--- src/fpha_pkg.sv ---
// Shared constants, codes and types for the fit policy hole allocator.
package fpha_pkg;

    localparam int DEF_HOLES     = 16;
    localparam int DEF_SIZE_BITS = 16;

    localparam int FUNC_BITS   = 1;
    localparam int SLOT_BITS   = 4;
    localparam int AMOUNT_BITS = 16;
    localparam int BLOCK_BITS  = 4;
    localparam int LEFT_BITS   = 16;

    localparam int POLICY_BITS  = 2;
    localparam int COUNT_BITS   = 5;
    localparam int CFG_IDX_BITS = 1;
    localparam int CFG_DAT_BITS = 5;

    localparam logic [FUNC_BITS-1:0] FUNC_LOAD  = 1'b0;
    localparam logic [FUNC_BITS-1:0] FUNC_ALLOC = 1'b1;

    localparam logic [POLICY_BITS-1:0] POLICY_FIRST = 2'd0;
    localparam logic [POLICY_BITS-1:0] POLICY_BEST  = 2'd1;
    localparam logic [POLICY_BITS-1:0] POLICY_WORST = 2'd2;

    localparam logic [CFG_IDX_BITS-1:0] CFG_POLICY = 1'b0;
    localparam logic [CFG_IDX_BITS-1:0] CFG_COUNT  = 1'b1;

    typedef struct packed {
        logic clear;
        logic step;
    } pick_ctl_t;

endpackage

--- src/fpha_req_if.sv ---
// Request channel: load or allocate items.
interface fpha_req_if;
    import fpha_pkg::*;

    logic                   valid;
    logic                   ready;
    logic [FUNC_BITS-1:0]   func;
    logic [SLOT_BITS-1:0]   slot;
    logic [AMOUNT_BITS-1:0] amount;

    modport source (output valid, func, slot, amount, input ready);
    modport sink   (input valid, func, slot, amount, output ready);
endinterface

--- src/fpha_rsp_if.sv ---
// Response channel: allocation results.
interface fpha_rsp_if;
    import fpha_pkg::*;

    logic                  valid;
    logic                  ready;
    logic                  granted;
    logic [BLOCK_BITS-1:0] block;
    logic [LEFT_BITS-1:0]  left_over;

    modport source (output valid, granted, block, left_over, input ready);
    modport sink   (input valid, granted, block, left_over, output ready);
endinterface

--- src/fpha_cfg_if.sv ---
// Configuration write channel.
interface fpha_cfg_if;
    import fpha_pkg::*;

    logic                    valid;
    logic                    ready;
    logic [CFG_IDX_BITS-1:0] index;
    logic [CFG_DAT_BITS-1:0] data;

    modport source (output valid, index, data, input ready);
    modport sink   (input valid, index, data, output ready);
endinterface

--- src/fpha_ram.sv ---
// Generic single-write, single-read RAM with registered read data.
module fpha_ram #(
    parameter int WIDTH = 16,
    parameter int DEPTH = 16,
    parameter int AW    = (DEPTH > 1) ? $clog2(DEPTH) : 1
) (
    input  logic             clk,
    input  logic             we,
    input  logic [AW-1:0]    waddr,
    input  logic [WIDTH-1:0] wdata,
    input  logic [AW-1:0]    raddr,
    output logic [WIDTH-1:0] rdata
);
    logic [WIDTH-1:0] mem [DEPTH];
    logic [WIDTH-1:0] rdata_reg;

    always_ff @(posedge clk)
    begin
        if (we)
        begin
            mem[waddr] <= wdata;
        end
        rdata_reg <= mem[raddr];
    end

    assign rdata = rdata_reg;
endmodule

--- src/fpha_pick.sv ---
// Shared compare unit that keeps the running choice of hole during a scan.
module fpha_pick #(
    parameter int SIZE_BITS = fpha_pkg::DEF_SIZE_BITS,
    parameter int IDX_W     = 9
) (
    input  logic                               clk,
    input  logic                               rst_n,
    input  fpha_pkg::pick_ctl_t                ctl,
    input  logic [fpha_pkg::POLICY_BITS-1:0]   policy,
    input  logic [SIZE_BITS-1:0]               want,
    input  logic [SIZE_BITS-1:0]               cand_size,
    input  logic [IDX_W-1:0]                   cand_idx,
    output logic                               granted,
    output logic [IDX_W-1:0]                   at,
    output logic [SIZE_BITS-1:0]               size
);
    import fpha_pkg::*;

    logic                 have_reg, have_next;
    logic [IDX_W-1:0]     at_reg, at_next;
    logic [SIZE_BITS-1:0] best_reg, best_next;
    logic                 fits;
    logic                 take;

    assign fits = (cand_size >= want);

    always_comb
    begin
        case (policy)
            POLICY_FIRST: take = fits && !have_reg;
            POLICY_BEST:  take = fits && (!have_reg || (cand_size <= best_reg));
            default:      take = !have_reg || (cand_size > best_reg);
        endcase
    end

    always_comb
    begin
        have_next = have_reg;
        at_next   = at_reg;
        best_next = best_reg;
        if (ctl.clear)
        begin
            have_next = 1'b0;
        end
        else if (ctl.step && take)
        begin
            have_next = 1'b1;
            at_next   = cand_idx;
            best_next = cand_size;
        end
    end

    always_ff @(posedge clk or negedge rst_n)
    begin
        if (!rst_n)
        begin
            have_reg <= 1'b0;
        end
        else
        begin
            have_reg <= have_next;
        end
    end

    always_ff @(posedge clk)
    begin
        at_reg   <= at_next;
        best_reg <= best_next;
    end

    always_comb
    begin
        case (policy)
            POLICY_FIRST: granted = have_reg;
            POLICY_BEST:  granted = have_reg;
            default:      granted = have_reg && (best_reg >= want);
        endcase
    end

    assign at   = at_reg;
    assign size = best_reg;
endmodule

--- src/fit_policy_hole_allocator_unit.sv ---
// Fit policy hole allocator: top level with sequencer, hole table and config.
//
//  channel | dir | transfer when        | payload
//  cfg     | in  | cfg.valid&cfg.ready  | index, data
//  req     | in  | req.valid&req.ready  | func, slot, amount
//  rsp     | out | rsp.valid&rsp.ready  | granted, block, left_over
//
//  A load completes in the idle state. An allocate scans n = min(hole_count, HOLES) holes,
//  or goes straight to the done step when no holes are in use: the scan reads one hole per
//  cycle through the single RAM read port.
//  Reset sets the config registers to policy first fit, hole_count 0; the hole table is not cleared.
//  The result waits in an output register; req stays ready during that wait, and a
//  finished allocate holds in its last step until the output register frees.
module fit_policy_hole_allocator_unit #(
    parameter int HOLES     = fpha_pkg::DEF_HOLES,
    parameter int SIZE_BITS = fpha_pkg::DEF_SIZE_BITS
) (
    input  logic      clk,
    input  logic      rst_n,
    fpha_cfg_if.sink  cfg,
    fpha_req_if.sink  req,
    fpha_rsp_if.source rsp
);
    import fpha_pkg::*;

    localparam int IDX_W = ($clog2(HOLES + 1) > COUNT_BITS) ? $clog2(HOLES + 1) : COUNT_BITS;
    localparam int AW    = (HOLES > 1) ? $clog2(HOLES) : 1;
    localparam logic [IDX_W-1:0] HOLES_IDX = IDX_W'(HOLES);

    localparam logic [1:0] S_IDLE = 2'd0;
    localparam logic [1:0] S_SCAN = 2'd1;
    localparam logic [1:0] S_DONE = 2'd2;

    logic [POLICY_BITS-1:0] policy_reg;
    logic [COUNT_BITS-1:0]  count_reg;

    logic [1:0]           state_reg, state_next;
    logic [SIZE_BITS-1:0] want_reg, want_next;
    logic [IDX_W-1:0]     n_reg, n_next;
    logic [IDX_W-1:0]     iss_reg, iss_next;
    logic [IDX_W-1:0]     cmp_idx_reg, cmp_idx_next;
    logic                 vld_reg, vld_next;

    logic                 rsp_valid_reg, rsp_valid_next;
    logic                 granted_reg, granted_next;
    logic [BLOCK_BITS-1:0] block_reg, block_next;
    logic [LEFT_BITS-1:0] left_reg, left_next;

    logic                 req_fire;
    logic                 done_go;
    logic [IDX_W-1:0]     count_ext;
    logic [IDX_W-1:0]     n_eff;
    logic [IDX_W-1:0]     slot_ext;
    logic [SIZE_BITS+AMOUNT_BITS-1:0] amt_wide;
    logic [SIZE_BITS-1:0] amt_size;
    logic [SIZE_BITS-1:0] remain;
    logic [SIZE_BITS+LEFT_BITS-1:0] rem_wide;

    logic                 ram_we;
    logic [AW-1:0]        ram_waddr;
    logic [SIZE_BITS-1:0] ram_wdata;
    logic [SIZE_BITS-1:0] ram_rdata;

    pick_ctl_t            pick_ctl;
    logic                 pick_granted;
    logic [IDX_W-1:0]     pick_at;
    logic [SIZE_BITS-1:0] pick_size;

    assign cfg.ready = 1'b1;

    always_ff @(posedge clk or negedge rst_n)
    begin
        if (!rst_n)
        begin
            policy_reg <= POLICY_FIRST;
            count_reg  <= '0;
        end
        else if (cfg.valid)
        begin
            case (cfg.index)
                CFG_POLICY: policy_reg <= cfg.data[POLICY_BITS-1:0];
                CFG_COUNT:  count_reg  <= cfg.data[COUNT_BITS-1:0];
                default:    ;
            endcase
        end
    end

    assign req.ready = (state_reg == S_IDLE);
    assign req_fire  = req.valid && req.ready;
    assign done_go   = !rsp_valid_reg || rsp.ready;

    assign count_ext = IDX_W'(count_reg);
    assign n_eff     = (count_ext > HOLES_IDX) ? HOLES_IDX : count_ext;
    assign slot_ext  = {{(IDX_W-SLOT_BITS){1'b0}}, req.slot};
    assign amt_wide  = {{SIZE_BITS{1'b0}}, req.amount};
    assign amt_size  = amt_wide[SIZE_BITS-1:0];
    assign remain    = pick_size - want_reg;
    assign rem_wide  = {{LEFT_BITS{1'b0}}, remain};

    always_comb
    begin
        ram_we    = 1'b0;
        ram_waddr = slot_ext[AW-1:0];
        ram_wdata = amt_size;
        if (state_reg == S_DONE)
        begin
            ram_we    = done_go && pick_granted;
            ram_waddr = pick_at[AW-1:0];
            ram_wdata = remain;
        end
        else if (req_fire && (req.func == FUNC_LOAD) && (slot_ext < HOLES_IDX))
        begin
            ram_we = 1'b1;
        end
    end

    fpha_ram #(
        .WIDTH (SIZE_BITS),
        .DEPTH (HOLES),
        .AW    (AW)
    ) u_holes (
        .clk   (clk),
        .we    (ram_we),
        .waddr (ram_waddr),
        .wdata (ram_wdata),
        .raddr (iss_reg[AW-1:0]),
        .rdata (ram_rdata)
    );

    assign pick_ctl.clear = req_fire;
    assign pick_ctl.step  = vld_reg;

    fpha_pick #(
        .SIZE_BITS (SIZE_BITS),
        .IDX_W     (IDX_W)
    ) u_pick (
        .clk       (clk),
        .rst_n     (rst_n),
        .ctl       (pick_ctl),
        .policy    (policy_reg),
        .want      (want_reg),
        .cand_size (ram_rdata),
        .cand_idx  (cmp_idx_reg),
        .granted   (pick_granted),
        .at        (pick_at),
        .size      (pick_size)
    );

    always_comb
    begin
        state_next     = state_reg;
        want_next      = want_reg;
        n_next         = n_reg;
        iss_next       = iss_reg;
        cmp_idx_next   = cmp_idx_reg;
        vld_next       = 1'b0;
        rsp_valid_next = rsp_valid_reg && !rsp.ready;
        granted_next   = granted_reg;
        block_next     = block_reg;
        left_next      = left_reg;
        case (state_reg)
            S_IDLE:
            begin
                if (req_fire && (req.func == FUNC_ALLOC))
                begin
                    want_next  = amt_size;
                    n_next     = n_eff;
                    iss_next   = '0;
                    state_next = (n_eff == '0) ? S_DONE : S_SCAN;
                end
            end
            S_SCAN:
            begin
                if (iss_reg < n_reg)
                begin
                    vld_next     = 1'b1;
                    cmp_idx_next = iss_reg;
                    iss_next     = iss_reg + 1'b1;
                end
                if (vld_reg && (cmp_idx_reg == (n_reg - 1'b1)))
                begin
                    state_next = S_DONE;
                end
            end
            S_DONE:
            begin
                if (done_go)
                begin
                    rsp_valid_next = 1'b1;
                    granted_next   = pick_granted;
                    block_next     = pick_granted ? pick_at[BLOCK_BITS-1:0] : '0;
                    left_next      = pick_granted ? rem_wide[LEFT_BITS-1:0] : '0;
                    state_next     = S_IDLE;
                end
            end
            default:
            begin
                state_next = S_IDLE;
            end
        endcase
    end

    always_ff @(posedge clk or negedge rst_n)
    begin
        if (!rst_n)
        begin
            state_reg     <= S_IDLE;
            vld_reg       <= 1'b0;
            rsp_valid_reg <= 1'b0;
            iss_reg       <= '0;
        end
        else
        begin
            state_reg     <= state_next;
            vld_reg       <= vld_next;
            rsp_valid_reg <= rsp_valid_next;
            iss_reg       <= iss_next;
        end
    end

    always_ff @(posedge clk)
    begin
        want_reg    <= want_next;
        n_reg       <= n_next;
        cmp_idx_reg <= cmp_idx_next;
        granted_reg <= granted_next;
        block_reg   <= block_next;
        left_reg    <= left_next;
    end

    assign rsp.valid     = rsp_valid_reg;
    assign rsp.granted   = granted_reg;
    assign rsp.block     = block_reg;
    assign rsp.left_over = left_reg;

`ifndef SYNTHESIS
    a_issue_bound: assert property (@(posedge clk) disable iff (!rst_n)
        (state_reg == S_SCAN) |-> (iss_reg <= n_reg))
        else $error("scan issued past the holes in use");

    a_cmp_bound: assert property (@(posedge clk) disable iff (!rst_n)
        vld_reg |-> ((state_reg == S_SCAN) && (cmp_idx_reg < n_reg)))
        else $error("compare outside the scan range");

    a_pick_bound: assert property (@(posedge clk) disable iff (!rst_n)
        ((state_reg == S_DONE) && pick_granted) |-> (pick_at < n_reg))
        else $error("chosen hole outside the holes in use");

    a_alloc_start: assert property (@(posedge clk) disable iff (!rst_n)
        (req_fire && (req.func == FUNC_ALLOC) && (n_eff != '0)) |=> (state_reg == S_SCAN))
        else $error("allocate did not start a scan");

    a_load_stays: assert property (@(posedge clk) disable iff (!rst_n)
        (req_fire && (req.func == FUNC_LOAD)) |=> (state_reg == S_IDLE))
        else $error("load left the idle state");
`endif
endmodule

--- src/flat_wrapper.sv ---
// flat-port wrapper written by rule: the top's interface ports become plain ports
module fit_policy_hole_allocator_unit_flat import fpha_pkg::*;
#(
    parameter int HOLES     = fpha_pkg::DEF_HOLES,
    parameter int SIZE_BITS = fpha_pkg::DEF_SIZE_BITS
)
  (clk, rst_n, cfg_valid, cfg_index, cfg_data, cfg_ready, req_valid, req_func, req_slot, req_amount, req_ready, rsp_valid, rsp_granted, rsp_block, rsp_left_over, rsp_ready);
  fpha_cfg_if cfg_i ();
  fpha_req_if req_i ();
  fpha_rsp_if rsp_i ();
  input  logic clk;
  input  logic rst_n;
  input wire logic [$bits(cfg_i.valid)-1:0] cfg_valid;
  input wire logic [$bits(cfg_i.index)-1:0] cfg_index;
  input wire logic [$bits(cfg_i.data)-1:0] cfg_data;
  output wire logic [$bits(cfg_i.ready)-1:0] cfg_ready;
  input wire logic [$bits(req_i.valid)-1:0] req_valid;
  input wire logic [$bits(req_i.func)-1:0] req_func;
  input wire logic [$bits(req_i.slot)-1:0] req_slot;
  input wire logic [$bits(req_i.amount)-1:0] req_amount;
  output wire logic [$bits(req_i.ready)-1:0] req_ready;
  output wire logic [$bits(rsp_i.valid)-1:0] rsp_valid;
  output wire logic [$bits(rsp_i.granted)-1:0] rsp_granted;
  output wire logic [$bits(rsp_i.block)-1:0] rsp_block;
  output wire logic [$bits(rsp_i.left_over)-1:0] rsp_left_over;
  input wire logic [$bits(rsp_i.ready)-1:0] rsp_ready;
  assign cfg_i.valid = cfg_valid;
  assign cfg_i.index = cfg_index;
  assign cfg_i.data = cfg_data;
  assign cfg_ready = cfg_i.ready;
  assign req_i.valid = req_valid;
  assign req_i.func = req_func;
  assign req_i.slot = req_slot;
  assign req_i.amount = req_amount;
  assign req_ready = req_i.ready;
  assign rsp_valid = rsp_i.valid;
  assign rsp_granted = rsp_i.granted;
  assign rsp_block = rsp_i.block;
  assign rsp_left_over = rsp_i.left_over;
  assign rsp_i.ready = rsp_ready;
  fit_policy_hole_allocator_unit #(.HOLES(HOLES), .SIZE_BITS(SIZE_BITS)) u_core (.clk(clk), .rst_n(rst_n), .cfg(cfg_i), .req(req_i), .rsp(rsp_i));
endmodule
--- config.mk ---
export PLATFORM = sky130hd
export DESIGN_NAME = fit_policy_hole_allocator_unit_flat
export DESIGN_NICKNAME = d
export VERILOG_FILES = /design/src/fpha_pkg.sv /design/src/fpha_req_if.sv /design/src/fpha_rsp_if.sv /design/src/fpha_cfg_if.sv /design/src/fpha_ram.sv /design/src/fpha_pick.sv /design/src/fit_policy_hole_allocator_unit.sv /design/src/flat_wrapper.sv
export SDC_FILE = /design/constraint.sdc
export NUM_CORES = 1
export LEC_CHECK = 0
export BUFFER_PORTS_ARGS = -buffer_cell sky130_fd_sc_hd__buf_2
export CORE_ASPECT_RATIO = 0.9
export CORE_MARGIN = 4
export CORE_UTILIZATION = 55
export CTS_CLUSTER_DIAMETER = 150
export CTS_CLUSTER_SIZE = 30
export DETAILED_ROUTE_END_ITERATION = 12
export PLACE_DENSITY_LB_ADDON = 0.1
export SETUP_SLACK_MARGIN = 0.15
export SYNTH_ARGS = -nofsm -noshare
export SYNTH_HDL_FRONTEND = slang
export SYNTH_SLANG_ARGS = --single-unit
--- constraint.sdc ---
create_clock -name clk -period 3.9 [get_ports clk]
set_input_delay 0 -clock clk [delete_from_list [all_inputs] [get_ports clk]]
set_output_delay 0 -clock clk [all_outputs]
set_load 0.02 [all_outputs]
* Word-level counts from Yosys, hierarchy flattened
Memories as Yosys holds them, arrays and structs flattened. A register that Yosys moved wholly into a read port is not among the register bits. Cells that the tools add are included.
Word-level totals: bits in registers 84, logic and storage cells 91, bits of input ports 32, RAM bits 256, memories 1, output and inout bits 24
Operators by class: bitwise logic cells 3, eq/ne operators 8, reductions and logical operators 31, $lt $le $gt $ge 7, add/sub/neg operators 3, muxes and demuxes 23
Memory list:
- u_core.u_holes.mem | depth 16, width 16, read ports 1, clocked after Yosys merged registers in 1, write ports 1, line fpha_ram.sv:14 | logic [WIDTH-1:0] mem [DEPTH];
Operator list (number):
- $ge A16 B16 Y1 | 2
- $gt A16 B16 Y1 | 1
- $le A16 B16 Y1 | 1
- $mux W16 | 1
- $sub A16 B16 Y16 | 1
- $mux W5 | 3
- $reduce_and A2 Y1 | 6
- $logic_and A1 B1 Y1 | 11
- $mux W1 | 11
- $pmux W5 S2 | 1
- $mux W2 | 4
- $ne A2 B1 Y1 const B | 3
- $pmux W2 S3 | 1
- $reduce_and A3 Y1 | 2
- $add A5 B1 Y5 const B | 1
- $eq A5 B5 Y1 | 1
- $gt A5 B5 Y1 const B | 1
- $logic_not A5 Y1 | 1
- $lt A4 B5 Y1 const B | 1
- $lt A5 B5 Y1 | 1
- $sub A5 B1 Y5 const B | 1
- $eq A2 B1 Y1 const B | 2
- $logic_not A2 Y1 | 2
- $mux W4 | 1
- other kinds (8) | 15

* Depth between registers and ports, before layout
depth after elaboration 8, depth in mapped cells 10, mapped depth without buffers 9

* Modules after synthesis
A second synthesis with hierarchy kept.
Second synthesis, totals: cell total of the unflattened synthesis 948, area total of the unflattened synthesis 15387.3 µm²
Modules (own cells, without submodules):
- fpha_ram | times used 1, cells an instance 432, sequential area each 8007.7 µm², area each 10042.1 µm²
- fit_policy_hole_allocator_unit | times used 1, cells an instance 336, sequential area each 1811.7 µm², area each 3493.4 µm²
- fpha_pick | times used 1, cells an instance 180, sequential area each 655.6 µm², area each 1851.8 µm²

* Worst setup path before layout
OpenSTA, ideal clock, no wires.
path kind reg2reg, from register u_core.state_reg[0], to memory u_core.u_holes.mem[10][0], enable pin, clock period less this slack 3.466 ns, buffers on the path 1, setup time 0.394 ns, cell stages (with the launch flop) 7, arrival time 3.072 ns, required time 3.506 ns, path slack 0.434 ns, cells stage by stage dfrtp_1 > nand2b_1 > clkbuf_1 > nor2b_1 > and3_1 > o21ai_2 > a21oi_1
On the way: cells in the longest elaborated chain, start to end 8, elaborated cells between the ends (all ways) 10, those cells by class 1 x eq/ne; 5 x mux; 4 x reduce/logical
RTL lines:
- from (decl) | line fit_policy_hole_allocator_unit.sv:37 | logic [1:0] state_reg, state_next;
- from (signal assigned) | line fit_policy_hole_allocator_unit.sv:214 | state_reg <= state_next;
- $logic_not A2 Y1 | line fit_policy_hole_allocator_unit.sv:88 | assign req.ready = (state_reg == S_IDLE);
- $logic_and A1 B1 Y1 | line fit_policy_hole_allocator_unit.sv:89 | assign req_fire = req.valid && req.ready;
- $logic_and A1 B1 Y1 (2 in series) | line fit_policy_hole_allocator_unit.sv:111 | else if (req_fire && (req.func == FUNC_LOAD) && (slot_ext < HOLES_IDX))
- $mux W1 | line fit_policy_hole_allocator_unit.sv:111
- $mux W1 | line fit_policy_hole_allocator_unit.sv:105 | if (state_reg == S_DONE)
- $mux W1 | line fpha_ram.sv:19 | if (we)
- $mux W1 (implied by the code) | line fpha_ram.sv:21 | mem[waddr] <= wdata;
- to (decl) | line fpha_ram.sv:14
Several ways; a longest one is shown, not always the timed one.

* Worst setup path in the final report
from register u_core.want_reg[0], to memory u_core.u_holes.mem[0][13], enable pin
On the way: cells in the longest elaborated chain, start to end 7
RTL lines:
- from (decl) | line fit_policy_hole_allocator_unit.sv:38 | logic [SIZE_BITS-1:0] want_reg, want_next;
- from (signal assigned) | line fit_policy_hole_allocator_unit.sv:223 | want_reg <= want_next;
- $ge A16 B16 Y1 | line fpha_pick.sv:76 | default: granted = have_reg && (best_reg >= want);
- $logic_and A1 B1 Y1 | line fpha_pick.sv:76
- $mux W1 | line fpha_pick.sv:73 | case (policy)
- $logic_and A1 B1 Y1 | line fit_policy_hole_allocator_unit.sv:107 | ram_we = done_go && pick_granted;
- $mux W1 | line fit_policy_hole_allocator_unit.sv:105
- $mux W1 | line fpha_ram.sv:19
- $mux W1 (implied by the code) | line fpha_ram.sv:21
Every way passes these cells.

==> impl_metrics.json <==
{
  "fin_nets": 1081,
  "syn_to_final_growth_pct": 11.1,
  "n_antenna_cell": 0,
  "cp-start-kind": "flip-flop",
  "die_h_um": 165,
  "max_freq_mhz": 320,
  "syn_nets": 968,
  "largest_register": "u_core.u_holes.mem",
  "hold_path.class": "in2reg",
  "slew_viol_final": 0,
  "synth-edff-count": 323,
  "synth_seq_cells": 356,
  "p_per_area_nw_per_um2": 610,
  "place.gp.congestion": 0.994,
  "grt_pass1_wl_um": 49800,
  "path_class": "reg2reg",
  "end_kind": "flip-flop",
  "tightestPinTransition_ns": 1.09,
  "skew_ns": 0.0238,
  "ant_nets": 0,
  "antenna_found_initial": 0,
  "cts_buffer_depth": 3,
  "crit_chain": "ha_1 -> fa_1 -> nor2b_1 -> o21ai_1 -> a311oi_1 -> o311a_4 -> o2111ai_4 -> a21oi_2 -> buf_4",
  "io_buffers": 54,
  "cts_sinks": 356,
  "postPlaceCellArea_um2": 16100,
  "initial_core_util_pct": 55.9,
  "async_flop_share_pct": 4.78,
  "via_count": 8225,
  "grt_overflow": 0,
  "first_iter_violations": 734,
  "clk_latency_ns": 0.52,
  "yosysTopAreaCellShare_pct": 64.0,
  "total_power_mw": 10.3,
  "cp_max_fo": 16,
  "drive_above_1_share_pct": 22.9,
  "viasPerCell": 6.08,
  "maxCapViolCount": 0,
  "ios": 56,
  "arrival_ns": 3.33,
  "slew_headroom_pct": 27.1,
  "avgSynthCellArea_um2": 17.2,
  "htreeDepth": 1,
  "hpwlAfterDp_um": 23300,
  "synthCells": 881,
  "synthTopCellsByArea": "edfxtp_1, mux4_2, ha_1",
  "ys_seq_area_share_pct": 68.9,
  "grt_setup_unrepaired": "false",
  "avgRoutedWirePerCell_um": 24.8,
  "rows": 57,
  "grt_pass1_vias": 8188,
  "tns_ns": 0,
  "finalHoldViolations": 0,
  "synth_top_area_cell": "edfxtp_1",
  "drc": 0,
  "syn-cell-area_um2": 15200,
  "power_leakage_nw": 5.88,
  "min_period_ns": 3.13,
  "status": "completed",
  "crit_required_ns": 4.11,
  "track_usage_pct": 22.3,
  "synthFlopType": "edfxtp_1",
  "cts.repair.resized": 0,
  "finalSetupViolations": 0,
  "root_buffer": "clkbuf_16",
  "dr.pass1.iters": 5,
  "core_um2": 27100,
  "largest_reg_flops": 256,
  "crit_path_top_delay_cell": "edfxtp_1",
  "finalCritPeriodShare_pct": 80.2,
  "final_area_um2": 16800,
  "numCtsBuffers": 15,
  "routed_wirelength_um": 33600,
  "synth_warnings": 0,
  "cts_tree": "done",
  "die_width_um": 183,
  "ir_worst_vdd_uv": 383,
  "grt_max_degree": 70,
  "synth.distinct_cells": 63,
  "path_clk_slew_ns": 0.12,
  "die_area_um2": 30300,
  "cpPeakStageDelay_ns": 0.42
}
==> Yosys cell counts, drive strengths merged, types with 3 or more instances <==
cell type,n
nand3b,4
or3,5
nor4,3
mux4,80
ha,54
o21a,8
mux2,7
a211oi,7
nand4,8
and2,3
a21oi,44
nor2,31
a21o,11
edfxtp,323
nor3,8
dfxtp,16
nand2,46
o21ai,34
inv,53
nand3,14
o211ai,4
dfrtp,17
xor2,5
clkbuf,10
o31ai,7
and3,4
o311ai,3
xnor2,5
nand2b,6
o311a,4
buf,23
nor2b,9
==> metrics by stage <==
| stage | setup slack [ns] | std cells | hold slack [ns] | util, % |
|---|---|---|---|---|
| after floorplan | 0.434 | 881 | -0.296 | - |
| after global placement | 0.859 | 1298 | -0.0581 | 59.3 |
| after detailed placement | 0.805 | 1298 | -0.0417 | 59.3 |
| after CTS | 0.783 | 1352 | 0.189 | 62.1 |
| after global routing | 0.683 | 1352 | 0.191 | 62.1 |
| final | 0.772 | 1352 | 0.208 | 62.1 |
==> final cells by class <==
cell class              count  area [um2]
flip-flops and latches    356       10500
fillers                  1938       10300
multi-input cells         439        4380
repair buffers            129         941
well taps                 354         443
clock buffers              19         390
inverters                  53         199
clock inverters             2        38.8
==> path summary, 6_finish.rpt <==
check	depth (start not counted)	endpoint	start	slack, ns
worst max-delay path	9	u_core.u_holes.mem[0][13]	u_core.want_reg[0]	0.77
worst min-delay path	2	u_core.want_reg[4]	req_amount[4]	0.21
worst max register to register	9	u_core.u_holes.mem[0][13]	u_core.want_reg[0]	0.77
worst min register to register	0	u_core.u_pick.size[0]	u_core.u_holes.rdata[0]	0.46
max in group asynchronous	3	u_core.iss_reg[0]	rst_n	2.62
min in group asynchronous	3	u_core.policy_reg[0]	rst_n	0.66
==> worst max-delay path, delay by kind of cell, from the launching register on <==
kind / cells / cell delay (ns)
adder cells (fa/ha/maj): 2 / 0.66
AND/OR/NAND/NOR: 1 / 0.13
flip-flops: 1 / 0.42
buffers and inverters: 1 / 0.28
AO/OA/AOI/OAI: 5 / 1.33
==> what timing repair did <==
item | CTS | global route
hold endpoints to repair | 46 | 0
buffers inserted | 0 | 0
hold buffers | 33 | 0
==> routing by layer <==
metal  vias to the layer above  global-route usage (%)  part of all wire (%)
met2                       313                    36.7                    48
li1                       3696                       -                     -
met5                         -                       0                     0
met3                        60                    3.68                   6.8
met4                         0                    7.68                   3.7
met1                      4156                    30.7                    42
==> cell families (layout without fill, tap and decap cells) <==
group | Yosys count | in the layout | share of synthesized area, %
flops | 356 | 356 | 68.9
buf+inv | 86 | 203 | 2.65
compound gates | 137 | 137 | 5.96
other cells | 1 | 1 | 0.0247
fa+ha+maj | 55 | 55 | 4.59
xor+xnor | 10 | 10 | 0.578
simple gates | 148 | 148 | 4.82
mux | 88 | 88 | 12.5
==> power breakdown <==
group	switching (mW)	internal, mW
combinational	1.95	1.39
clock	1.07	0.788
sequential	0.283	4.79
==> cells in the final DEF (no fill, tap or decap), types with 8 or more instances in the layout <==
master	Yosys	final
nand4_1	8	8
a21oi_1	43	27
dfrtp_1	17	15
ha_1	54	54
nor2_1	31	31
buf_2	9	54
o21a_1	8	8
buf_4	4	40
a21oi_2	1	17
nand2_1	46	46
edfxtp_1	323	323
dfxtp_1	16	16
clkbuf_16	0	15
dlygate4sd3_1	0	33
a21o_1	11	11
nand3_1	14	14
mux4_2	80	80
o21ai_0	27	27
inv_1	52	52
nor2b_1	9	8
Power figures use the tool's default switching activity.
